[config.mk]
export PLATFORM = sky130hd
export DESIGN_NAME = sat_cell
export DESIGN_NICKNAME = d
export VERILOG_FILES = /design/src/sv/sat_pkg.sv /design/src/sv/sat_cell.sv
export SDC_FILE = /design/constraint.sdc
export NUM_CORES = 1
export LEC_CHECK = 0
export BUFFER_PORTS_ARGS = -buffer_cell sky130_fd_sc_hd__buf_2
export CORE_MARGIN = 2
export CORE_UTILIZATION = 41
export DETAILED_ROUTE_END_ITERATION = 12
export PLACE_DENSITY = 0.77
export SYNTH_ARGS = -nofsm -noshare
export SYNTH_HDL_FRONTEND = slang
export SYNTH_SLANG_ARGS = --single-unit
[constraint.sdc]
create_clock -name aclk -period 5.3 [get_ports aclk]
set_clock_uncertainty 0.2 [all_clocks]
set_input_delay 1.06 -clock aclk [delete_from_list [all_inputs] [get_ports aclk]]
set_output_delay 1.06 -clock aclk [all_outputs]
set_load 0.01 [all_outputs]
[src/sv/sat_pkg.sv]
// ---------------------------------------------------------------------------
// sat_pkg: shared types and codes for the sorted array table
// Request kinds, result status codes and the command bus to the cell row.
// ---------------------------------------------------------------------------
package sat_pkg;

    localparam int VALUE_W  = 32;
    localparam int OP_W     = 2;
    localparam int STATUS_W = 2;
    localparam int POS_W    = 6;
    localparam int COUNT_W  = 7;

    typedef enum logic [OP_W-1:0] {
        OP_INSERT = 2'd0,
        OP_SEARCH = 2'd1,
        OP_REMOVE = 2'd2,
        OP_UNUSED = 2'd3
    } op_t;

    typedef enum logic [STATUS_W-1:0] {
        STAT_OK   = 2'd0,
        STAT_MISS = 2'd1,
        STAT_FULL = 2'd2,
        STAT_RSVD = 2'd3
    } status_t;

    typedef enum logic [1:0] {
        CMD_HOLD = 2'd0,
        CMD_CMP  = 2'd1,
        CMD_INS  = 2'd2,
        CMD_REM  = 2'd3
    } cell_cmd_t;

    typedef struct packed {
        cell_cmd_t                  cmd;
        logic signed [VALUE_W-1:0]  value;
    } cell_ctl_t;

    typedef struct packed {
        logic exhausted;
        logic hit;
    } probe_stat_t;

endpackage

[src/sv/sat_cell.sv]
// ---------------------------------------------------------------------------
// sat_cell: one entry of the sorted table
// Holds one value, compares it against the request value and shifts toward
// its neighbors on insert and remove.
// ---------------------------------------------------------------------------
module sat_cell (
    input  logic                                aclk,
    input  sat_pkg::cell_ctl_t                  ctl,
    input  logic                                valid_in,
    input  logic                                at_fill,
    input  logic                                shift_here,
    input  logic signed [sat_pkg::VALUE_W-1:0]  prev_entry,
    input  logic                                prev_gt,
    input  logic signed [sat_pkg::VALUE_W-1:0]  next_entry,
    output logic signed [sat_pkg::VALUE_W-1:0]  entry,
    output logic                                gt,
    output logic                                eq_flag,
    output logic                                lt_flag
);

    logic signed [sat_pkg::VALUE_W-1:0] entry_reg;
    logic signed [sat_pkg::VALUE_W-1:0] entry_next;
    logic                               eq_reg;
    logic                               lt_reg;

    // stored entry is larger than the request value
    assign gt = valid_in && (ctl.value < entry_reg);

    always_comb begin
        entry_next = entry_reg;
        case (ctl.cmd)
            sat_pkg::CMD_INS: begin
                if (gt || at_fill) begin
                    entry_next = prev_gt ? prev_entry : ctl.value;
                end
            end
            sat_pkg::CMD_REM: begin
                if (shift_here) begin
                    entry_next = next_entry;
                end
            end
            default: begin
                entry_next = entry_reg;
            end
        endcase
    end

    always_ff @(posedge aclk) begin
        entry_reg <= entry_next;
        if (ctl.cmd == sat_pkg::CMD_CMP) begin
            eq_reg <= (entry_reg == ctl.value);
            lt_reg <= (entry_reg < ctl.value);
        end
    end

    assign entry   = entry_reg;
    assign eq_flag = eq_reg;
    assign lt_flag = lt_reg;

endmodule

# ---- After elaboration in Yosys (flattened, before gate mapping)
# Cells that the tools add are included.
dict set report word_totals {
  reg_bits 34
  out_inout_bits 35
  in_bits 103
  elab_cells 19
}
dict set report op_classes {
  reduce_logical 4
  mux 4
  order_cmp 2
  eq_ne 6
}
# cell count
set ops {}
lappend ops {{32-bit 2-to-1 mux} 3}
lappend ops {{32-bit < comparator} 2}
lappend ops {{32-bit one-hot mux with 2 select lines} 1}
lappend ops {{32-bit equality test} 1}
lappend ops {{2-bit equality test, second input constant} 2}
lappend ops {{2-bit inequality test, second input constant} 2}
lappend ops {{3-bit AND reduction} 1}
lappend ops {{2-bit by 1-bit equality test with 1-bit output, second input constant} 1}
lappend ops {{2-bit nonzero test} 1}
lappend ops {{1-bit logical AND} 1}
lappend ops {{1-bit logical OR} 1}

# ---- Longest topological paths before layout
# Gate-level depths: netlist (run 1).
dict set report depth {
  ltp_word 5
  ltp_mapped 8
  depth_no_buf 8
}

# ---- Worst setup path before layout (run 1)
# No wires, ideal clock.
dict set report synth_timing {
  kind {input port to flip-flop}
  startpoint {in ctl[30] in the netlist's numbering}
  endpoint {reg entry_reg (netlist bit entry[0]), enable pin}
  path_buffers 0
  path_stages 8
  path_slack_ns 0.137
  required_ns 4.659
  t_arrival_ns 4.522
  setup_time_ns 0.441
  cell_sequence {inv_1 ha_1 a21oi_2 nand2_1 a221o_1 a211o_1 or4b_1 a31oi_1}
}
dict set report synth_between {
  elab_chain_cells 5
}
# item line
set synth_lines {}
lappend synth_lines {{from (decl)} sat_cell.sv:8} ;# input sat_pkg::cell_ctl_t ctl,
lappend synth_lines {{32-bit < comparator} sat_cell.sv:27} ;# assign gt = valid_in && (ctl.value < entry_reg);
lappend synth_lines {{1-bit logical AND} sat_cell.sv:27}
lappend synth_lines {{1-bit logical OR} sat_cell.sv:33} ;# if (gt || at_fill) begin
lappend synth_lines {{2-bit inequality test (no source line)} n/a}
lappend synth_lines {{3-bit AND reduction (no source line)} n/a}
lappend synth_lines {{to (signal assigned)} sat_cell.sv:49} ;# entry_reg <= entry_next;
lappend synth_lines {{to (decl)} sat_cell.sv:21} ;# logic signed [sat_pkg::VALUE_W-1:0] entry_reg;
# No other way between the ends.
# A chain may end at the register's enable or synchronous reset.

# ---- Worst setup path after layout (run 1)
dict set report layout_timing {
  startpoint {in ctl[21] in the netlist's numbering}
  endpoint {out gt}
}
dict set report layout_between {
  elab_chain_cells 2
}
# item line
set layout_lines {}
lappend layout_lines {{32-bit < comparator} sat_cell.sv:27}
lappend layout_lines {{1-bit logical AND} sat_cell.sv:27}
lappend layout_lines {{to (decl)} sat_cell.sv:16} ;# output logic gt,
# No other way between the ends.

==> impl_metrics.tcl, run 1 <==
set metrics [dict create \
    cellPowerDensity_nw_per_um2 210 \
    postCtsSetupRepairBufs 0 \
    cts-root-buf "clkbuf_8" \
    slew-limit-headroom 0.337 \
    clkSlewWorstSetupHoldPaths_ns 0.07 \
    fin_crit_ns 4.47 \
    antenna_found_initial 1 \
    syn-cell-area_sq_um 2550 \
    outcome "completed" \
    grtUsageTotal 0.196 \
    hold_start "entry[31]" \
    clock.fmax_mhz 224 \
    report.final.slew_viol_count 0 \
    vias 2382 \
    numPortBuffers 137 \
    cts.hold.buffers_added 0 \
    die_x_um 82.8 \
    num-nets-final 535 \
    start_util 0.428 \
    ioPinCount 138 \
    cpMaxStageDelayCell "or4b_1" \
    power.leakage_nw 1.74 \
    start_kind "input pin" \
    cp.buffers_inverters 3 \
    core_area_sq_um 5960 \
    syn_to_final_growth_pct 33.0 \
    drv_cap 0 \
    grt_max_degree 65 \
    ys_types 31 \
    slowest_delay_ns 0.58 \
    r2r-start "entry[21]" \
    numCtsBuffers 5 \
    path_cells "buf_2, inv_1, ha_1, a21oi_1, o21ai_0, a221o_1, a211o_1, or4b_1, nand2_1, buf_2" \
    largest_reg_flops 32 \
    postPlaceCellArea_sq_um 3310 \
    hpwl_um 5190 \
    finalPower_mw 0.712 \
    clock_sinks 34 \
    synthFlopType "edfxtp_1" \
    diodes 0 \
    min_path_type "flip-flop to flip-flop" \
    mostFrequentLayoutCell "buf_2" \
    rows 28 \
    crit_arrival_ns 3.21 \
    fill_cells 578 \
    routed_wl_um 6510 \
    grt_pass1_vias 2488 \
    cpMostUsedCell "buf_2" \
    layout_common_cells "buf_2, nand2_1, o21ai_0" \
    cts_resized 0 \
    ir_drop_mv 0.143 \
    critPathRequiredTime_ns 4.04 \
    drive_gt1_frac 0.375 \
    final_hold_viol_count 0 \
    final_area_sq_um 3390 \
    rsz0062_at_grt "false" \
    drc_errors 0 \
    drtIter0Drc 72 \
    grt_pass1_wl_um 10900 \
    worst_pin_slew_ns 0.994 \
    ff2ff_setup_slack_ns 1.99 \
    synth.yosys.warnings 0 \
    worstSetupStartpoint "ctl[21]" \
    grt-ovfl-total 0 \
    fp.dieH_um 82.8 \
    antenna_left 0 \
    fin_setup_tns_ns 0 \
    insertion_delay_ns 0.28 \
    crit_fanout 3 \
    synth_nets 401 \
    synth-edff-count 34 \
    synth_cells 266 \
    synth-seq-cells 34 \
    cp-end-kind "primary output" \
    dieArea_sq_um 6860 \
    htreeDepth 2 \
    fin_crit_sh 0.843 \
    tritoncts "yes" \
    setup_viol 0 \
    syn_area_per_cell_sq_um 9.58 \
    synth-seq-area-share 0.401 \
    critPathTopFamily "compound AO/OA/AOI/OAI gates" \
    gp_congestion 0.773 \
    clockBufferDepth 2 \
    routedWlPerCell_um 13.7 \
    via_per_inst 5.01 \
    first_pass_iters 4 \
    synth_async_sr_flop_share 0 \
    worstSetupPathType "input pin to primary output" \
]
-- final cells by class --
cell class	count	area [sq um]	area share
Multi-Input combinational cell	188	1380	0.407
Sequential cell	34	1020	0.301
Timing Repair Buffer	138	693	0.205
Inverter	33	124	0.0366
Tap cell	75	93.8	0.0277
Clock buffer	5	68.8	0.0203
Clock inverter	2	10.0	0.00295
-- cell families after synthesis --
| logic type | synth area share |
|---|---|
| adder cells (fa/ha/maj) | 0.157 |
| XOR/XNOR | 0.00344 |
| AND/OR/NAND/NOR | 0.115 |
| buffers and inverters | 0.0648 |
| AO/OA/AOI/OAI | 0.133 |
| multiplexers | 0.126 |
| flip-flops | 0.401 |
-- worst paths after layout --
check | endpoint | depth (start not counted)
max reg2reg | entry[19] | 8
max | gt | 10
min reg2reg | lt_flag | 2
min | lt_flag | 2
-- Yosys cell counts, drive strengths merged (2+ instances only) --
cell    instances  share of area
nand3           3         0.0059
nor4            3         0.0074
ha             32           0.16
clkbuf          8          0.012
o211ai          2         0.0059
nand4           6          0.017
nor3            2         0.0039
nor2b           2         0.0049
a21o            2         0.0059
mux2i          32           0.13
buf             3         0.0044
nand2          39          0.057
nor2            4         0.0059
inv            33          0.049
edfxtp         34           0.40
a21oi          14          0.029
o21ai          36          0.072
-- layer usage --
metal  GRT usage  up-vias  wire length (um)  part of all wire
met5           0        -                 0                 0
met4      0.0730        0               118             0.018
met3      0.0547        8               448             0.069
met2       0.343       86              3300              0.51
met1       0.226     1064              2650              0.41
li1            -     1224                 -                 -
-- power by group --
group | switching [mW] | internal [mW] | total, mW
Combinational | 0.105 | 0.0909 | 0.196
Sequential | 0.00958 | 0.324 | 0.334
Clock | 0.0940 | 0.0882 | 0.182
Total | 0.208 | 0.503 | 0.712
-- worst register-to-register path, cell delays in order, from the launching register on --
cell and delay (ns):
edfxtp_1 0.40, ha_1 0.31, a21oi_1 0.14, o21ai_0 0.13, a221o_1 0.34, a211o_1 0.27, or4b_1 0.58, a31oi_4 0.18
buf_4 0.41
-- through the flow --
stage / worst slack (ns) / cells / utilization / hold slack, ns
detailed placement: 0.849 / 468 / 0.556 / 0.626
global route: 0.720 / 475 / 0.569 / 0.696
finish: 0.832 / 475 / 0.569 / 0.641
CTS: 0.841 / 475 / 0.569 / 0.650
global placement: 0.881 / 468 / 0.556 / 0.603
floorplan: 0.137 / 266 / - / 0.620
(Power assumes the default switching activity.)
==> run 2, diff against run 1 <==
Settings changed: ABC_AREA from default to 1.
Clock period 5.3 ns to 4 ns, I/O delays scaled along.
==> impl_metrics.tcl, run 2 <==
set metrics [dict create \
    tritoncts "yes" \
    layout_common_cells "buf_2, nand2_1, inv_1" \
    rr_worst_depth 10 \
    synth_top_area_frac 0.390 \
    cellPowerDensity_nw_per_um2 277 \
    insertion_delay_ns 0.28 \
    placedCellCount 506 \
    synthFlopType "edfxtp_1" \
    ys_types 22 \
    antenna_found_initial 0 \
    vias 2505 \
    r2r-start "entry[31]" \
    grtUsageTotal 0.186 \
    mostFrequentLayoutCell "buf_2" \
    synth_nets 438 \
    setup_viol 0 \
    fill_cells 605 \
    synth_top_area_cell "edfxtp_1" \
    cts.hold.buffers_added 0 \
    synth-edff-count 34 \
    numCtsBuffers 5 \
    synth-seq-area-share 0.390 \
    first_pass_iters 4 \
    grt_pass1_vias 2535 \
    diodes 0 \
    synth.most_common_cell "nand2_1" \
    clkSlewWorstSetupHoldPaths_ns 0.07 \
    syn_to_final_growth_pct 32.0 \
    final_area_sq_um 3460 \
    drc_errors 0 \
    syn-cell-area_sq_um 2620 \
    routed_wl_um 6180 \
    hold_path_depth 2 \
    pre_cts_ws_ns 0.615 \
    largest_reg_flops 32 \
    synth_async_sr_flop_share 0 \
    grt_pass1_wl_um 10800 \
    rows 29 \
    via_per_inst 4.87 \
    htreeDepth 2 \
    synthTopCellsByArea "edfxtp_1, ha_1, nand2_1" \
    postPlaceCellArea_sq_um 3380 \
    rsz0062_at_grt "false" \
    num-nets-final 571 \
    power.leakage_nw 1.77 \
    drv_cap 0 \
    start_util 0.417 \
    syn_area_per_cell_sq_um 8.65 \
    drtIter0Drc 46 \
    stdcell_count 514 \
    slew-limit-headroom 0.261 \
    core_area_sq_um 6280 \
    routedWlPerCell_um 12.0 \
    clock_sinks 34 \
    gp_congestion 0.824 \
    cts-root-buf "clkbuf_8" \
    drive_gt1_frac 0.355 \
    numPortBuffers 137 \
    clock.fmax_mhz 299 \
    fp.dieH_um 83.9 \
    ff2ff_setup_slack_ns 1.42 \
    grt-ovfl-total 0 \
    synth_cells 303 \
    postCtsSetupRepairBufs 0 \
    fin_crit_ns 3.35 \
    hold_path_end "entry[28]" \
    dieArea_sq_um 7050 \
    fin_setup_tns_ns 0 \
    cts_resized 0 \
    worst_pin_slew_ns 1.10 \
    crit_arrival_ns 2.35 \
    synth_common_cells "nand2_1, inv_1, edfxtp_1, ha_1, o21a_1" \
    worstSetupPathType "input pin to primary output" \
    start_kind "input pin" \
    report.final.slew_viol_count 0 \
    hpwl_um 4960 \
    synth.yosys.warnings 0 \
    grt_max_degree 65 \
    final_util 0.551 \
    synth-seq-cells 34 \
    hold_start "next_entry[28]" \
    min_path_type "input pin to flip-flop" \
    crit_fanout 4 \
    ir_drop_mv 0.148 \
    ioPinCount 138 \
    die_x_um 83.9 \
    critPathRequiredTime_ns 3.00 \
    final_hold_viol_count 0 \
    setup_ws_ns 0.650 \
    antenna_left 0 \
    outcome "completed" \
    r2r_end "entry[19]" \
    fin_crit_sh 0.837 \
    cp-end-kind "primary output" \
    clockBufferDepth 2 \
]
## run 2: layer usage
metal  global-route usage  vias up  wire length (um)
met5                    0        -                 0
met2                0.329       85              3050
met4               0.0513        0                53
met1                0.222     1103              2640
li1                     -     1313                 -
met3               0.0504        4               440
## run 2: worst max-delay path by stage
stage	from	end	depth (start not counted)
global placement	ctl[31]	gt	12
global route	ctl[31]	gt	12
floorplan	ctl[31]	entry[0]	10
detailed placement	ctl[31]	gt	12
CTS	ctl[31]	gt	12
finish	ctl[31]	gt	12
## run 2: cell families after synthesis
| family | after synthesis | synth area share |
|---|---|---|
| flip-flops | 34 | 0.390 |
| buffers and inverters | 59 | 0.0850 |
| adder cells (fa/ha/maj) | 32 | 0.153 |
| AND/OR/NAND/NOR | 95 | 0.151 |
| AO/OA/AOI/OAI | 83 | 0.221 |
## run 2: final cells by class
| type | count | area (sq um) | area share |
|---|---|---|---|
| sequential | 34 | 1020 | 0.295 |
| multi-input combinational | 210 | 1390 | 0.401 |
| inverter | 46 | 173 | 0.0499 |
| clock inverter | 2 | 8.76 | 0.00253 |
| timing repair buffer | 139 | 701 | 0.203 |
| tap | 77 | 96.3 | 0.0279 |
| clock buffer | 6 | 72.6 | 0.0210 |
## run 2: worst max-delay path, cell delays in order
cell and delay [ns]:
buf_2 0.09, inv_1 0.04, ha_1 0.34, a21oi_1 0.20, o21a_1 0.14, nand2_1 0.05
a21oi_1 0.21, nand2_1 0.10, nand2_2 0.08, nand3_2 0.10, inv_1 0.07, buf_2 0.12
## run 2: stage by stage
step,power [mW],hold slack (ns)
finish,0.959,0.604
global route,1.03,0.590
CTS,0.975,0.590
detailed placement,0.727,0.661
global placement,0.720,0.647
floorplan,0.615,0.627
## run 2: power breakdown
group	internal, mW	switching (mW)	leakage, nW
Sequential	0.429	0.0123	0.323
Clock	0.120	0.123	0.0426
Combinational	0.129	0.146	1.40
