### config.mk
export PLATFORM = sky130hd
export DESIGN_NAME = sat_search
export DESIGN_NICKNAME = d
export VERILOG_FILES = /design/src/sv/sat_pkg.sv /design/src/sv/sat_search.sv
export SDC_FILE = /design/constraint.sdc
export NUM_CORES = 1
export LEC_CHECK = 0
export ABC_AREA = 0
export BUFFER_PORTS_ARGS = -buffer_cell sky130_fd_sc_hd__buf_4
export CAP_MARGIN = 10
export CELL_PAD_IN_SITES_DETAIL_PLACEMENT = 1
export CELL_PAD_IN_SITES_GLOBAL_PLACEMENT = 1
export CORE_MARGIN = 3
export CORE_UTILIZATION = 34
export CTS_BUF_LIST = sky130_fd_sc_hd__clkbuf_8
export DETAILED_ROUTE_END_ITERATION = 16
export GPL_TIMING_DRIVEN = 0
export MAX_ROUTING_LAYER = met4
export PLACE_DENSITY = 0.9
export SYNTH_ARGS = -nofsm -noshare
export SYNTH_HDL_FRONTEND = slang
export SYNTH_SLANG_ARGS = --single-unit
### constraint.sdc
create_clock -name aclk -period 4.86 [get_ports aclk]
set_clock_uncertainty 0.15 [all_clocks]
set_input_delay 0.486 -clock aclk [delete_from_list [all_inputs] [get_ports aclk]]
set_output_delay 0.486 -clock aclk [all_outputs]
set_load 0.01 [all_outputs]
### src/sv/sat_pkg.sv
// ---------------------------------------------------------------------------
// sat_pkg: shared types and codes for the sorted array table
// Request kinds, result status codes and the command bus to the cell row.
// ---------------------------------------------------------------------------
package sat_pkg;

    localparam int VALUE_W  = 32;
    localparam int OP_W     = 2;
    localparam int STATUS_W = 2;
    localparam int POS_W    = 6;
    localparam int COUNT_W  = 7;

    typedef enum logic [OP_W-1:0] {
        OP_INSERT = 2'd0,
        OP_SEARCH = 2'd1,
        OP_REMOVE = 2'd2,
        OP_UNUSED = 2'd3
    } op_t;

    typedef enum logic [STATUS_W-1:0] {
        STAT_OK   = 2'd0,
        STAT_MISS = 2'd1,
        STAT_FULL = 2'd2,
        STAT_RSVD = 2'd3
    } status_t;

    typedef enum logic [1:0] {
        CMD_HOLD = 2'd0,
        CMD_CMP  = 2'd1,
        CMD_INS  = 2'd2,
        CMD_REM  = 2'd3
    } cell_cmd_t;

    typedef struct packed {
        cell_cmd_t                  cmd;
        logic signed [VALUE_W-1:0]  value;
    } cell_ctl_t;

    typedef struct packed {
        logic exhausted;
        logic hit;
    } probe_stat_t;

endpackage

### src/sv/sat_search.sv
// ---------------------------------------------------------------------------
// sat_search: binary search probe unit
// Walks the lower and upper bounds over the registered compare flags of the
// cell row, one probe per cycle while step is high.
// ---------------------------------------------------------------------------
module sat_search #(
    parameter int DEPTH = 64
) (
    input  logic                        aclk,
    input  logic                        start,
    input  logic                        step,
    input  logic [$clog2(DEPTH+1)-1:0]  count,
    input  logic [DEPTH-1:0]            eq_vec,
    input  logic [DEPTH-1:0]            lt_vec,
    output sat_pkg::probe_stat_t        stat,
    output logic [$clog2(DEPTH)-1:0]    mid
);

    localparam int CW = $clog2(DEPTH + 1);
    localparam int AW = $clog2(DEPTH);

    logic signed [CW:0] lo_reg;
    logic signed [CW:0] lo_next;
    logic signed [CW:0] hi_reg;
    logic signed [CW:0] hi_next;
    logic [CW:0]        sum;
    logic [CW-1:0]      mid_full;

    // both bounds are nonnegative whenever a probe is live
    assign sum      = {1'b0, lo_reg[CW-1:0]} + {1'b0, hi_reg[CW-1:0]};
    assign mid_full = sum[CW:1];
    assign mid      = mid_full[AW-1:0];

    assign stat.exhausted = lo_reg > hi_reg;
    assign stat.hit       = !stat.exhausted && eq_vec[mid];

    always_comb begin
        lo_next = lo_reg;
        hi_next = hi_reg;
        if (start) begin
            lo_next = '0;
            hi_next = $signed({1'b0, count}) - (CW+1)'(1);
        end else if (step && !stat.exhausted && !stat.hit) begin
            if (lt_vec[mid]) begin
                lo_next = $signed({1'b0, mid_full}) + (CW+1)'(1);
            end else begin
                hi_next = $signed({1'b0, mid_full}) - (CW+1)'(1);
            end
        end
    end

    always_ff @(posedge aclk) begin
        lo_reg <= lo_next;
        hi_reg <= hi_next;
    end

endmodule
# --- Yosys cells after proc, flatten, opt, wreduce, memory -nomap -nowiden ---
# Index checks and enable logic that the tools add are counted.
totals:
  wordCells: 24
  in_bits: 138
  out_inout_bits: 8
  mem_count: 0
  reg_bits: 16
  mem_bits_ro: 0
  latchBits: 0
  ramBits: 0
classes:
  magnitude_cmp: 2
  n_addsub: 4
  eq_ne: 1
  multipliers: 0
  n_mux: 7
  div_mod_pow: 0
  n_bitwise: 0
  shift: 0
  n_reduce_logical: 8
ops:
  columns: ["operator", "count"]
  rows:
  - ["2-to-1 mux 8 bit", 3]
  - ["subtractor 7 x 1 -> 8 bit (second input constant)", 2]
  - ["binary-select mux 1 bit (select 6 bit)", 2]
  - ["adder 7 x 1 -> 8 bit (second input constant)", 1]
  - ["adder 7 x 7 -> 8 bit", 1]
  - ["greater-than comparator 8 bit", 1]
  - ["< comparator 6 x 7 -> 1 bit (second input constant)", 1]
  - ["AND reduction 2 bit", 2]
  - ["logical AND 1 bit", 3]
  - ["zero test 1 bit", 2]
  - ["2-to-1 mux 1 bit", 2]
  - ["inequality test 2 bit (second input constant)", 1]
  - ["nonzero test 2 bit", 1]

# --- Depth between registers and ports, before layout ---
# Gate-level depths: netlist of run 1.
depth:
  ltp_word: 8
  ltp_mapped: 14
  mapped_depth_nobuf: 12

# --- Least setup slack after synthesis of run 1 ---
# No wires, ideal clock.
synth_timing:
  path_kind: "reg-to-reg"
  start: "reg hi_reg[0]"
  end: "reg lo_reg[2]"
  setup_ns: 0.121
  period_less_slack_ns: 4.202
  required_ns: 4.589
  stages_incl_launch_ff: 11
  arrival_ns: 3.931
  setup_slack_ns: 0.658
  path_buffers: 2
  cell_sequence: "edfxtp_1 > ha_1 > fa_1 > buf_2 > buf_1 > mux4_2 > mux2i_1 > a211oi_1 > or4_4 > nor3_4 > mux2_4"
synth_via:
  elab_chain_cells: 7
  word_cells_on_any_way: 13
  cone_classes: "add/sub (2); order compare (1); mux (4); reduce/logical (6)"
synth_lines:
  columns: ["element", "line_no", "rtl"]
  rows:
  - ["start, declared", "sat_search.sv:24", "logic signed [CW:0] hi_reg;"]
  - ["start signal, assigned", "sat_search.sv:54", "hi_reg <= hi_next;"]
  - ["adder 7 x 7 -> 8 bit (*)", "sat_search.sv:30", "assign sum = {1'b0, lo_reg[CW-1:0]} + {1'b0, hi_reg[CW-1:0]};"]
  - ["via mid[0]", "sat_search.sv:16", "output logic [$clog2(DEPTH)-1:0] mid"]
  - ["binary-select mux 1 bit (select 6 bit)", "sat_search.sv:35", "assign stat.hit = !stat.exhausted && eq_vec[mid];"]
  - ["2-to-1 mux 1 bit (implied by the code)", "sat_search.sv:35", null]
  - ["logical AND 1 bit", "sat_search.sv:35", null]
  - ["zero test 1 bit", "sat_search.sv:43", "end else if (step && !stat.exhausted && !stat.hit) begin"]
  - ["logical AND 1 bit", "sat_search.sv:43", null]
  - ["AND reduction 2 bit (no source line)", null, null]
  - ["end signal, assigned", "sat_search.sv:53", "lo_reg <= lo_next;"]
  - ["end, declared", "sat_search.sv:22", "logic signed [CW:0] lo_reg;"]
# The timed path passes the listed nets; every way through them passes the cells marked *. The select of a mux whose other input is x is not followed.
# A chain may end at the register's enable or synchronous reset.

==> qor_table.md, run 1 <==
| Step | Parameter | This run |
|---|---|---|
| status | Run status | finished, final reports clean |
| drt | Number of iterations in the first detailed-routing pass | 5 |
| logic synthesis | Cell taking the most area after synthesis | mux4_2 |
| sta | RSZ-0062 raised after global routing | no |
| drt | Count of vias placed by the detailed router | 3108 |
| drt | Initial drt markers | 120 |
| logic synthesis | Ys flop type | edfxtp_1 |
| sta | Number of failing hold endpoints at the final stage | 0 |
| sta | Setup TNS | 0 ns |
| sta | Maximum clock rate | 0.219 GHz |
| drt | Vias per std cell | 5.73 |
| cts | Clock tree from TritonCTS | done |
| placed design | RePlAce Congestion | 0.961 |
| flow run | Max-cap viol count | 0 |
| cts | Clk sink count | 16 |
| placed design | Number of cells in the design after placement | 539 |
| logic synthesis | Total of warnings raised by yosys | 0 |
| cts | Insertion delay of the later-clocked pin in the worst-skew pair | 0.25 ns |
| cts | Buffer cell driving the clock tree root | clkbuf_8 |
| grt | Residual overflow from global routing | 0 |
| cts | H-Tree Level Count | 1 |
| sta | Fin crit share | 93.9% |
| min path | Path category of the worst min-delay check | reg -> reg |
| logic synthesis | Synth top area share | 14.0% |
| sta | Hold slack | 0.385 ns |
| setup path | Crit path capture type | output pin |
| logic synthesis | Share of async-settable or async-resettable flops after synthesis | 0% |
| setup path | Required time of the worst setup path | 4.22 ns |
| logic synthesis | Instance count of the mapped netlist | 292 |
| logic synthesis | Main area contributors after synthesis | mux4_2 14%, mux2i_1 10%, edfxtp_1 8.8% |
| power and ir drop | Lkg Pwr | 0.00183 uW |
| setup path | CP Data Arrival Time | 3.93 ns |
| layout | Net count, final | 597 |
| setup path | Worst-path fanout max | 10 |
| layout | Area growth from synthesis to layout | 46.5% |
| layout | Diode insertion count for antenna repair | 0 |
| sta | Post-route minimum period | 4.56 ns |
| power and ir drop | Areal power density over the cells | 912 nW/um^2 |
| sta | Worst rel slew slack | 42.7% |
| setup path | Setup crit start kind | flop |
| drt | Antenna Nets Post-Route | 0 |
| floorplanning | Horizontal extent of the die | 95.8 um |
| cts | CTS clock-pin slew for the worst setup and hold paths | 0.07 ns |
| drt | Total DRC errors in the routed layout | 0 |
| drt | WL/cell | 19.5 um |
| floorplanning | Standard-cell rows | 32 |
| layout | Ratio of cells with drive above 1 in the final layout | 44.5% |
| drt | Post-detailed-routing wire length | 10600 um |
| setup path | Setup Crit Path Kind | reg -> out |
| power and ir drop | Peak ir drop on the vdd network | 0.504 mV |
| sta | Final setup vio count | 0 |
| logic synthesis | Number of enable-type register cells in the synthesized netlist | 8 |
| floorplanning | I/O pin count | 146 |
| grt | Overall Global Routing Usage | 24.3% |
| logic synthesis | Flip-flop and latch count after synthesis | 16 |
| layout | Non-Filler Instances | 542 |
| floorplanning | Area enclosed by the die boundary | 9180 um^2 |
| grt | Antenna violations before repair | 0 |
| grt | Pin count of the biggest net entering global routing | 12 |
| placed design | HPWL after detailed placement | 9180 um |
| cts | Clock buffers created by TritonCTS | 3 |
| floorplanning | Starting Density | 35.3% |
| floorplanning | Area of the core region | 7770 um^2 |
| sta | Count of pins over their slew limit | 0 |
| layout | Filler cell count in the final layout | 943 |
| cts | Number of buffers on the longest clock path | 2 |
| floorplanning | Height of the die | 95.8 um |
| logic synthesis | Post-synth cell types | 66 |
| logic synthesis | Netlist area before placement | 2740 um^2 |
| placed design | # port buffers | 145 |
| grt | Number of global-route vias before repair | 3535 |
| logic synthesis | Sequential fraction of the synthesis area | 14.6% |
| grt | First-pass GRT wire length | 17000 um |
| sta | Slew @ Worst Pin | 0.855 ns |
| logic synthesis | Average size of a mapped cell | 9.40 um^2 |
| logic synthesis | Synthesized netlist net count | 448 |
[synthesized netlist by cell type, types with 4 or more instances]
library cell  instances
nor3_1                4
edfxtp_1              8
buf_2                 5
xnor2_1               7
mux4_2               17
mux2i_1              28
nand2b_1              8
mux2_4                5
inv_1                20
nor2b_1              11
nand2_1              12
clkbuf_1             10
nand3_1               5
a211oi_1             13
o211ai_1              5
and2_1                4
xor2_1                4
o21ai_0               8
a31oi_1               4
mux2_2                4
a21oi_1              13
nor2_1               15
dfxtp_1               8
ha_1                 17
[final cells by class]
cell class	instances	area, um^2	share of cell area, %
timing repair buffer	145	1090	27.1
buffer	18	90.1	2.24
inverter	22	85.1	2.12
multi-input combinational	235	2170	54.0
tap	102	128	3.18
clock buffer	4	55.1	1.37
sequential	16	400	9.96
[critical path, stage by stage, from the launching register on]
cell,delay [ns]
edfxtp_1,0.42
ha_1,0.24
fa_1,0.59
buf_2,0.32
buf_2,0.36
mux4_2,0.55
mux2i_1,0.21
a211oi_1,0.16
nor4_2,0.56
nor2_1,0.08
buf_4,0.17
[through the flow]
step | area (um^2) | utilization [%] | total power [uW] | setup WS [ns]
2_1_floorplan | 2740 | - | 2580 | 0.658
3_3_place_gp | 3960 | 51.0 | 3340 | 0.123
3_5_place_dp | 3960 | 51.0 | 3500 | -0.0257
4_1_cts | 4020 | 51.8 | 3670 | 0.165
5_1_grt | 4020 | 51.7 | 3940 | 0.0971
6_report | 4020 | 51.7 | 3670 | 0.296
[logic make-up (layout without fill, tap and decap cells)]
logic type	after synthesis	in the layout	synth area share, %
AO/OA/AOI/OAI	70	70	18.5
flip-flops	16	16	14.6
buffers and inverters	41	189	6.47
multiplexers	57	57	31.4
adder cells (fa/ha/maj)	18	18	8.48
XOR/XNOR	11	11	3.51
AND/OR/NAND/NOR	79	79	17.0
[routing by layer]
metal	GRT usage [%]	vias up	part of all wire [%]
met2	47.5	158	56
met3	2.58	19	6.4
met4	5.69	0	1.9
met1	25.9	1506	35
li1	-	1425	-
met5	-	-	0
[report_power, final]
group	leakage, uW	switching (uW)	internal [uW]
clock network	0.0000288	49.2	72.0
registers	0.000144	49.3	228
logic	0.00166	1850	1420
[path summary, 6_finish.rpt]
check	cells after the start	endpoint	start	slack, ns
worst min register to register	2	lo_reg[4]$_SDFFE_PP0P_	lo_reg[4]$_SDFFE_PP0P_	0.38
worst max-delay path	10	stat[0]	hi_reg[0]$_DFFE_PP_	0.30
worst min-delay path	2	lo_reg[4]$_SDFFE_PP0P_	lo_reg[4]$_SDFFE_PP0P_	0.38
worst max register to register	12	hi_reg[6]$_DFFE_PP_	hi_reg[0]$_DFFE_PP_	0.41
[timing repair]
item | 4_1_cts | 5_1_grt
resized for setup | 2 | 0
setup endpoints to repair | 9 | 8
buffers inserted | 0 | 0
hold buffers | 0 | 0
pin swaps | 0 | 0
[cells in the final DEF (no fill, tap or decap), types with 3 or more instances in the layout]
cell type,count
buf_4,147
mux2i_1,28
inv_1,20
mux4_2,17
ha_1,17
nor2_1,15
a21oi_1,13
a211oi_1,13
nand2_1,12
nor2b_1,11
clkbuf_1,9
nand2b_1,8
o21ai_0,8
edfxtp_1,8
dfxtp_1,8
xnor2_1,7
buf_2,6
nand3_1,5
o211ai_1,5
mux2_4,5
xor2_1,4
mux2_2,4
a31oi_1,4
nor3_1,4
and2_1,4
clkbuf_8,4
and3_1,3
nand4_1,3
mux4_1,3
a2111oi_0,3
Note: power is estimated with default switching activity, not from simulation.
==> run 2: changes to the inputs <==
CORE_ASPECT_RATIO = 1.75   (was unset)
CORE_MARGIN = unset   (was 3)
GPL_TIMING_DRIVEN = 1   (was 0)
==> qor_table.md, run 2 (synthesis gave the netlist of run 1 again) <==
| Step | Parameter | This run | Delta |
|---|---|---|---|
| cts | Clock tree from TritonCTS | done |  |
| power and ir drop | Fraction of power spent switching nets | 51.6% | -1.5 points |
| placed design | HPWL after detailed placement | 8670 um | -5.5% |
| cts | Clock buffers created by TritonCTS | 3 | unchanged |
| min path | Path category of the worst min-delay check | reg -> reg |  |
| floorplanning | Area enclosed by the die boundary | 8450 um^2 | -8.0% |
| placed design | Setup slack after placement | 0.426 ns | +0.452 ns |
| power and ir drop | Peak ir drop on the vdd network | 0.555 mV | +10% |
| setup path | R2R Path Start | hi_reg[0]$_DFFE_PP_ |  |
| placed design | RePlAce Congestion | 0.852 | -11% |
| layout | Commonest non-fill, non-tap cells in the layout | 152 x buf_4, 28 x mux2i_1, 20 x inv_1 |  |
| setup path | Required time of the worst setup path | 4.86 ns | +0.64 ns |
| placed design | # port buffers | 145 | unchanged |
| setup path | CP Data Arrival Time | 4.40 ns | +0.47 ns |
| drt | Number of iterations in the first detailed-routing pass | 4 | -1 |
| sta | Final setup vio count | 0 | unchanged |
| sta | Worst rel slew slack | 43.3% | +0.50 points |
| setup path | Worst-path fanout max | 19 | +9 |
| min path | Worst hold start | lo_reg[4]$_SDFFE_PP0P_ |  |
| floorplanning | Standard-cell rows | 43 | +34% |
| grt | First-pass GRT wire length | 16100 um | -5.0% |
| layout | Area occupied by registers | 400 um^2 | unchanged |
| layout | Most common cell after layout, fill and taps aside | buf_4 |  |
| sta | Maximum clock rate | 0.227 GHz | +3.6% |
| cts | H-Tree Level Count | 1 | unchanged |
| layout | Ratio of cells with drive above 1 in the final layout | 45.0% | +0.44 points |
| layout | Area growth from synthesis to layout | 44.0% |  |
| drt | Post-detailed-routing wire length | 10200 um | -4.0% |
| drt | Total DRC errors in the routed layout | 0 | unchanged |
| grt | Number of global-route vias before repair | 3389 | -4.1% |
| sta | Slew @ Worst Pin | 0.840 ns | -0.0148 ns |
| cts | Insertion delay of the later-clocked pin in the worst-skew pair | 0.25 ns | about the same |
| drt | Count of vias placed by the detailed router | 2998 | -3.5% |
| setup path | Worst reg-to-reg setup slack | 0.46 ns | +0.05 ns |
| power and ir drop | Sequential Power Share | 7.8% | +0.2 points |
| floorplanning | Horizontal extent of the die | 69.9 um | -27% |
| layout | Footprint of the multi-input gates | 2170 um^2 | -0.17% |
| power and ir drop | Power after layout | 3540 uW | -3.4% |
| sta | Count of pins over their slew limit | 0 | unchanged |
| grt | Pin count of the biggest net entering global routing | 30 | +18 |
| grt | Antenna violations before repair | 0 | unchanged |
| layout | Net count, final | 586 | -1.8% |
| cts | Clk sink count | 16 | unchanged |
| floorplanning | Height of the die | 121 um | +26% |
| cts | Setup repair bufs after CTS | 0 | unchanged |
| power and ir drop | Clock share of power | 3.0% | -0.3 points |
| drt | Vias per std cell | 5.78 | +0.74% |
| sta | Post-route minimum period | 4.40 ns | -0.161 ns |
| cts | Buffer cell driving the clock tree root | clkbuf_8 |  |
| cts | Number of buffers on the longest clock path | 2 | unchanged |
| setup path | Crit path capture type | flop |  |
| grt | Residual overflow from global routing | 0 | unchanged |
| status | Run status | finished, final reports clean |  |
| layout | Filler cell count in the final layout | 933 | -1.1% |
| sta | Setup TNS | 0 ns | unchanged |
| drt | WL/cell | 19.6 um | +0.28% |
| power and ir drop | Part of the power in combinational logic | 89.2% | about the same |
| drt | Initial drt markers | 109 | -9.2% |
| sta | RSZ-0062 raised after global routing | no |  |
| floorplanning | I/O pin count | 146 | unchanged |
| sta | Fin crit share | 90.6% | -3.3 points |
| setup path | Destination of the worst register-to-register timing path | lo_reg[6]$_SDFFE_PP0P_ |  |
| grt | Overall Global Routing Usage | 25.0% | +0.76 points |
| floorplanning | Area of the core region | 7860 um^2 | +1.1% |
| cts | CTS clock-pin slew for the worst setup and hold paths | 0.07 ns | about the same |
| layout | Diode insertion count for antenna repair | 0 | unchanged |
| setup path | Critical path destination | lo_reg[6]$_SDFFE_PP0P_ |  |
| power and ir drop | Lkg Pwr | 0.00180 uW | -1.4% |
| flow run | Max-cap viol count | 0 | unchanged |
| sta | Final worst-path setup slack | 0.457 ns | +0.161 ns |
| setup path | Setup Crit Path Kind | reg -> reg |  |
| setup path | Cell depth of the worst flop-to-flop path | 11 | -1 |
| drt | Antenna Nets Post-Route | 0 | unchanged |
| sta | Number of failing hold endpoints at the final stage | 0 | unchanged |
| cts | Post-CTS Hold Buffers | 0 | unchanged |
| power and ir drop | Areal power density over the cells | 895 nW/um^2 | -1.8% |
| power and ir drop | Sw power | 1820 uW | -6.1% |
| power and ir drop | Internal power | 1710 uW | -0.35% |
| floorplanning | Starting Density | 34.9% | -0.39 points |
| setup path | Setup crit start kind | flop |  |
| setup path | Launching element of the worst setup path | hi_reg[0]$_DFFE_PP_ |  |
| cts | Count of cells resized by post-cts repair | 0 | -2 |
==> run 2: cell types whose count changed in the layout (fill, tap and decap cells not counted) <==
cell | previous run | this run
clkbuf_8 | 4 | 3
nor4_2 | 1 | 0
buf_4 | 147 | 152
buf_6 | 1 | 0
buf_2 | 6 | 0
clkinv_1 | 0 | 1
clkbuf_1 | 9 | 0
fa_1 | 1 | 0
nor4_1 | 1 | 2
fa_2 | 0 | 1
==> run 2: area by class of cell <==
class,count,share of cell area [%]
inverters,22,2.15
clock buffers,3,1.04
multi-input cells,235,54.9
flip-flops and latches,16,10.1
repair buffers,152,28.9
clock inverters,1,0.0950
well taps,90,2.85
==> run 2: power by group through the flow <==
stage               clock network, uW  logic (uW)  registers (uW)
floorplan                           0        2320             258
global placement                    0        3040             268
detailed placement                  0        3140             277
CTS                               108        3160             276
global route                      111        3420             281
finish                            106        3160             275
==> run 2: metrics by stage <==
stage                     area [um^2]  util [%]  hold WS (ns)  std cells
final                            3950      50.3         0.399        519
after CTS                        3950      50.3         0.400        519
after detailed placement         3910      49.7         0.390        515
after global placement           3910      49.7         0.381        515
after global routing             3950      50.3         0.410        519
after floorplan                  2740         -         0.316        292
==> run 2: worst min path at each step <==
stage,cells after the start,endpoint,slack (ns)
2_1_floorplan,2,lo_reg[4]$_SDFFE_PP0P_,0.32
3_3_place_gp,2,lo_reg[4]$_SDFFE_PP0P_,0.38
3_5_place_dp,2,lo_reg[4]$_SDFFE_PP0P_,0.39
4_1_cts,2,lo_reg[4]$_SDFFE_PP0P_,0.40
5_1_grt,2,lo_reg[4]$_SDFFE_PP0P_,0.41
6_report,2,lo_reg[4]$_SDFFE_PP0P_,0.40
==> run 2: metal layers <==
layer  routed length (um)  track usage, %  up-vias
met3                  336            1.50       35
met5                    0               -        -
met4                  491            12.0        0
met1                 3410            23.4     1450
met2                 5920            50.2      118
li1                     -               -     1395
==> run 2: critical path, cell delays in order, from the launching register on <==
cell	delay, ns
edfxtp_1	0.41
ha_1	0.24
fa_2	0.93
buf_4	0.39
nor2b_1	0.08
a2111oi_0	0.32
a211oi_1	0.11
a211oi_1	0.25
a211oi_1	0.10
or4_4	0.54
nor3_4	0.43
mux2_4	0.34
==> run 3: changes to the inputs <==
PLACE_DENSITY = 0.81   (was 0.9)
RECOVER_POWER = 50   (was unset)
==> qor_table.md, run 3 (synthesis gave the netlist of run 1 again) <==
| Step | Parameter | This run | Delta |
|---|---|---|---|
| flow run | Max-cap viol count | 0 | unchanged |
| cts | H-Tree Level Count | 1 | unchanged |
| setup path | Crit path capture type | output pin |  |
| setup path | Destination of the worst register-to-register timing path | lo_reg[7]$_SDFFE_PP0P_ |  |
| setup path | Cell seen most often among critical-path stages | a211oi_1 |  |
| setup path | Required time of the worst setup path | 4.22 ns | -0.64 ns |
| layout | Net count, final | 585 | -0.17% |
| sta | Final setup vio count | 0 | unchanged |
| setup path | Launching element of the worst setup path | hi_reg[0]$_DFFE_PP_ |  |
| grt | Pin count of the biggest net entering global routing | 41 | +37% |
| setup path | Cell type of the slowest stage on the worst timing path | fa_2 |  |
| cts | Setup repair bufs after CTS | 0 | unchanged |
| drt | Post-detailed-routing wire length | 10300 um | +1.6% |
| layout | Area growth from synthesis to layout | 43.7% |  |
| setup path | Worst-path fanout max | 40 | +21 |
| sta | Number of failing hold endpoints at the final stage | 0 | unchanged |
| drt | Number of iterations in the first detailed-routing pass | 4 | unchanged |
| grt | Residual overflow from global routing | 0 | unchanged |
| placed design | HPWL after detailed placement | 8750 um | +0.92% |
| sta | RSZ-0062 raised after global routing | no |  |
| layout | Commonest non-fill, non-tap cells in the layout | 146 x buf_4, 28 x mux2i_1, 21 x inv_1 |  |
| sta | Setup TNS | 0 ns | unchanged |
| layout | Diode insertion count for antenna repair | 0 | unchanged |
| setup path | CP peak stage delay | 0.94 ns | about the same |
| cts | Clk sink count | 16 | unchanged |
| floorplanning | Horizontal extent of the die | 69.9 um | unchanged |
| min path | Path category of the worst min-delay check | reg -> reg |  |
| cts | CTS clock-pin slew for the worst setup and hold paths | 0.06 ns | about the same |
| cts | Number of buffers on the longest clock path | 2 | unchanged |
| floorplanning | Area of the core region | 7860 um^2 | unchanged |
| sta | Worst rel slew slack | 42.3% | -0.97 points |
| floorplanning | Area enclosed by the die boundary | 8450 um^2 | unchanged |
| cts | Clock buffers created by TritonCTS | 3 | unchanged |
| setup path | R2R Path Start | hi_reg[0]$_DFFE_PP_ |  |
| placed design | # port buffers | 145 | unchanged |
| layout | Ratio of cells with drive above 1 in the final layout | 43.7% | -1.3 points |
| cts | Buffer cell driving the clock tree root | clkbuf_8 |  |
| drt | Vias per std cell | 5.75 | -0.44% |
| grt | Overall Global Routing Usage | 25.4% | +0.35 points |
| grt | Number of global-route vias before repair | 3433 | +1.3% |
| power and ir drop | Peak ir drop on the vdd network | 0.439 mV | -21% |
| sta | Maximum clock rate | 0.218 GHz | -3.8% |
| sta | Final worst-path setup slack | 0.281 ns | -0.175 ns |
| setup path | Setup crit start kind | flop |  |
| layout | Most common cell after layout, fill and taps aside | buf_4 |  |
| setup path | CP Data Arrival Time | 3.94 ns | -0.46 ns |
| sta | Slew @ Worst Pin | 0.855 ns | +0.0144 ns |
| drt | WL/cell | 19.9 um | +1.8% |
| drt | Antenna Nets Post-Route | 0 | unchanged |
| floorplanning | Starting Density | 34.9% | unchanged |
| setup path | Number of buffers and inverters on the critical path | 3 | +2 |
| cts | Clock tree from TritonCTS | done |  |
| cts | Count of cells resized by post-cts repair | 0 | unchanged |
| drt | Initial drt markers | 112 | +2.8% |
| power and ir drop | Lkg Pwr | 0.00179 uW | -0.81% |
| floorplanning | Height of the die | 121 um | unchanged |
| status | Run status | finished, final reports clean |  |
| grt | First-pass GRT wire length | 16300 um | +1.1% |
| sta | Post-route minimum period | 4.58 ns | +0.175 ns |
| sta | Fin crit share | 94.2% | +3.6 points |
| placed design | Setup slack after placement | 0.357 ns | -0.0689 ns |
| cts | Insertion delay of the later-clocked pin in the worst-skew pair | 0.25 ns | about the same |
| setup path | Critical path destination | stat[0] |  |
| drt | Total DRC errors in the routed layout | 0 | unchanged |
| floorplanning | Standard-cell rows | 43 | unchanged |
| placed design | RePlAce Congestion | 0.889 | +4.4% |
| cts | Post-CTS Hold Buffers | 0 | unchanged |
| grt | Antenna violations before repair | 0 | unchanged |
| setup path | Critical path cell sequence | ha_1 > fa_2 > buf_12 > nor2b_1 > a2111oi_0 > a211oi_1 > a211oi_1 > a211oi_1 > nor4_1 > buf_4 > nor2_1 > buf_4 |  |
| setup path | Cell depth of the worst flop-to-flop path | 11 | unchanged |
| setup path | Worst reg-to-reg setup slack | 0.34 ns | -0.12 ns |
| setup path | CP delay by family, top | adder cells |  |
| power and ir drop | Areal power density over the cells | 896 nW/um^2 | about the same |
| drt | Count of vias placed by the detailed router | 2979 | -0.63% |
| setup path | Setup Crit Path Kind | reg -> out |  |
| floorplanning | I/O pin count | 146 | unchanged |
| layout | Core occupancy in the finished layout | 50.2% | -0.13 points |
| setup path | Number of gates on the worst path with buffers counted | 12 | +1 |
| sta | Count of pins over their slew limit | 0 | unchanged |
run 3: cell types whose count changed in the layout (fill, tap and decap cells not counted), sizes merged:
| cell | delta |
|---|---|
| clkbuf | +4 |
| buf | -5 |
run 3: metal layers:
metal	global-route usage, %	wire [um]	share of wire [%]
met2	52.8	6250	61
met4	8.88	306	3.0
met1	23.3	3430	33
met3	1.83	338	3.3
met5	-	0	0
run 3: how the worst min path moves through the flow:
stage                                      start                      to  slack [ns]  cells after the start
after detailed placement  lo_reg[4]$_SDFFE_PP0P_  lo_reg[4]$_SDFFE_PP0P_        0.38                      2
final                     lo_reg[4]$_SDFFE_PP0P_  lo_reg[4]$_SDFFE_PP0P_        0.41                      2
after global placement    lo_reg[4]$_SDFFE_PP0P_  lo_reg[4]$_SDFFE_PP0P_        0.38                      2
after global routing      lo_reg[4]$_SDFFE_PP0P_  lo_reg[4]$_SDFFE_PP0P_        0.42                      2
after floorplan           lo_reg[4]$_SDFFE_PP0P_  lo_reg[4]$_SDFFE_PP0P_        0.32                      2
after CTS                 lo_reg[4]$_SDFFE_PP0P_  lo_reg[4]$_SDFFE_PP0P_        0.39                      2
run 3: cell type report:
type / count / area (um^2)
fill: 943 / 3910
inverter: 22 / 85.1
clock inverter: 1 / 3.75
tap: 90 / 113
multi-input combinational: 235 / 2170
timing repair buffer: 151 / 1130
sequential: 16 / 400
clock buffer: 3 / 41.3
run 3: power by group:
part           switching [uW]  total [uW]  internal [uW]
sequential               48.9         277            228
clock                    47.9         104           56.2
combinational            1740        3150           1410
run 3: stage by stage:
stage | total power, uW | instances | cell area (um^2) | hold WS [ns]
2_1_floorplan | 2580 | 292 | 2740 | 0.316
3_3_place_gp | 3360 | 514 | 3910 | 0.384
3_5_place_dp | 3450 | 514 | 3910 | 0.384
4_1_cts | 3570 | 518 | 3960 | 0.393
5_1_grt | 3790 | 518 | 3940 | 0.420
6_report | 3530 | 518 | 3940 | 0.406
run 3: worst min-delay path, stage by stage, from the launching register on:
cell and delay, ns:
dfxtp_1 0.36, o31ai_1 0.09, a21oi_1 0.06
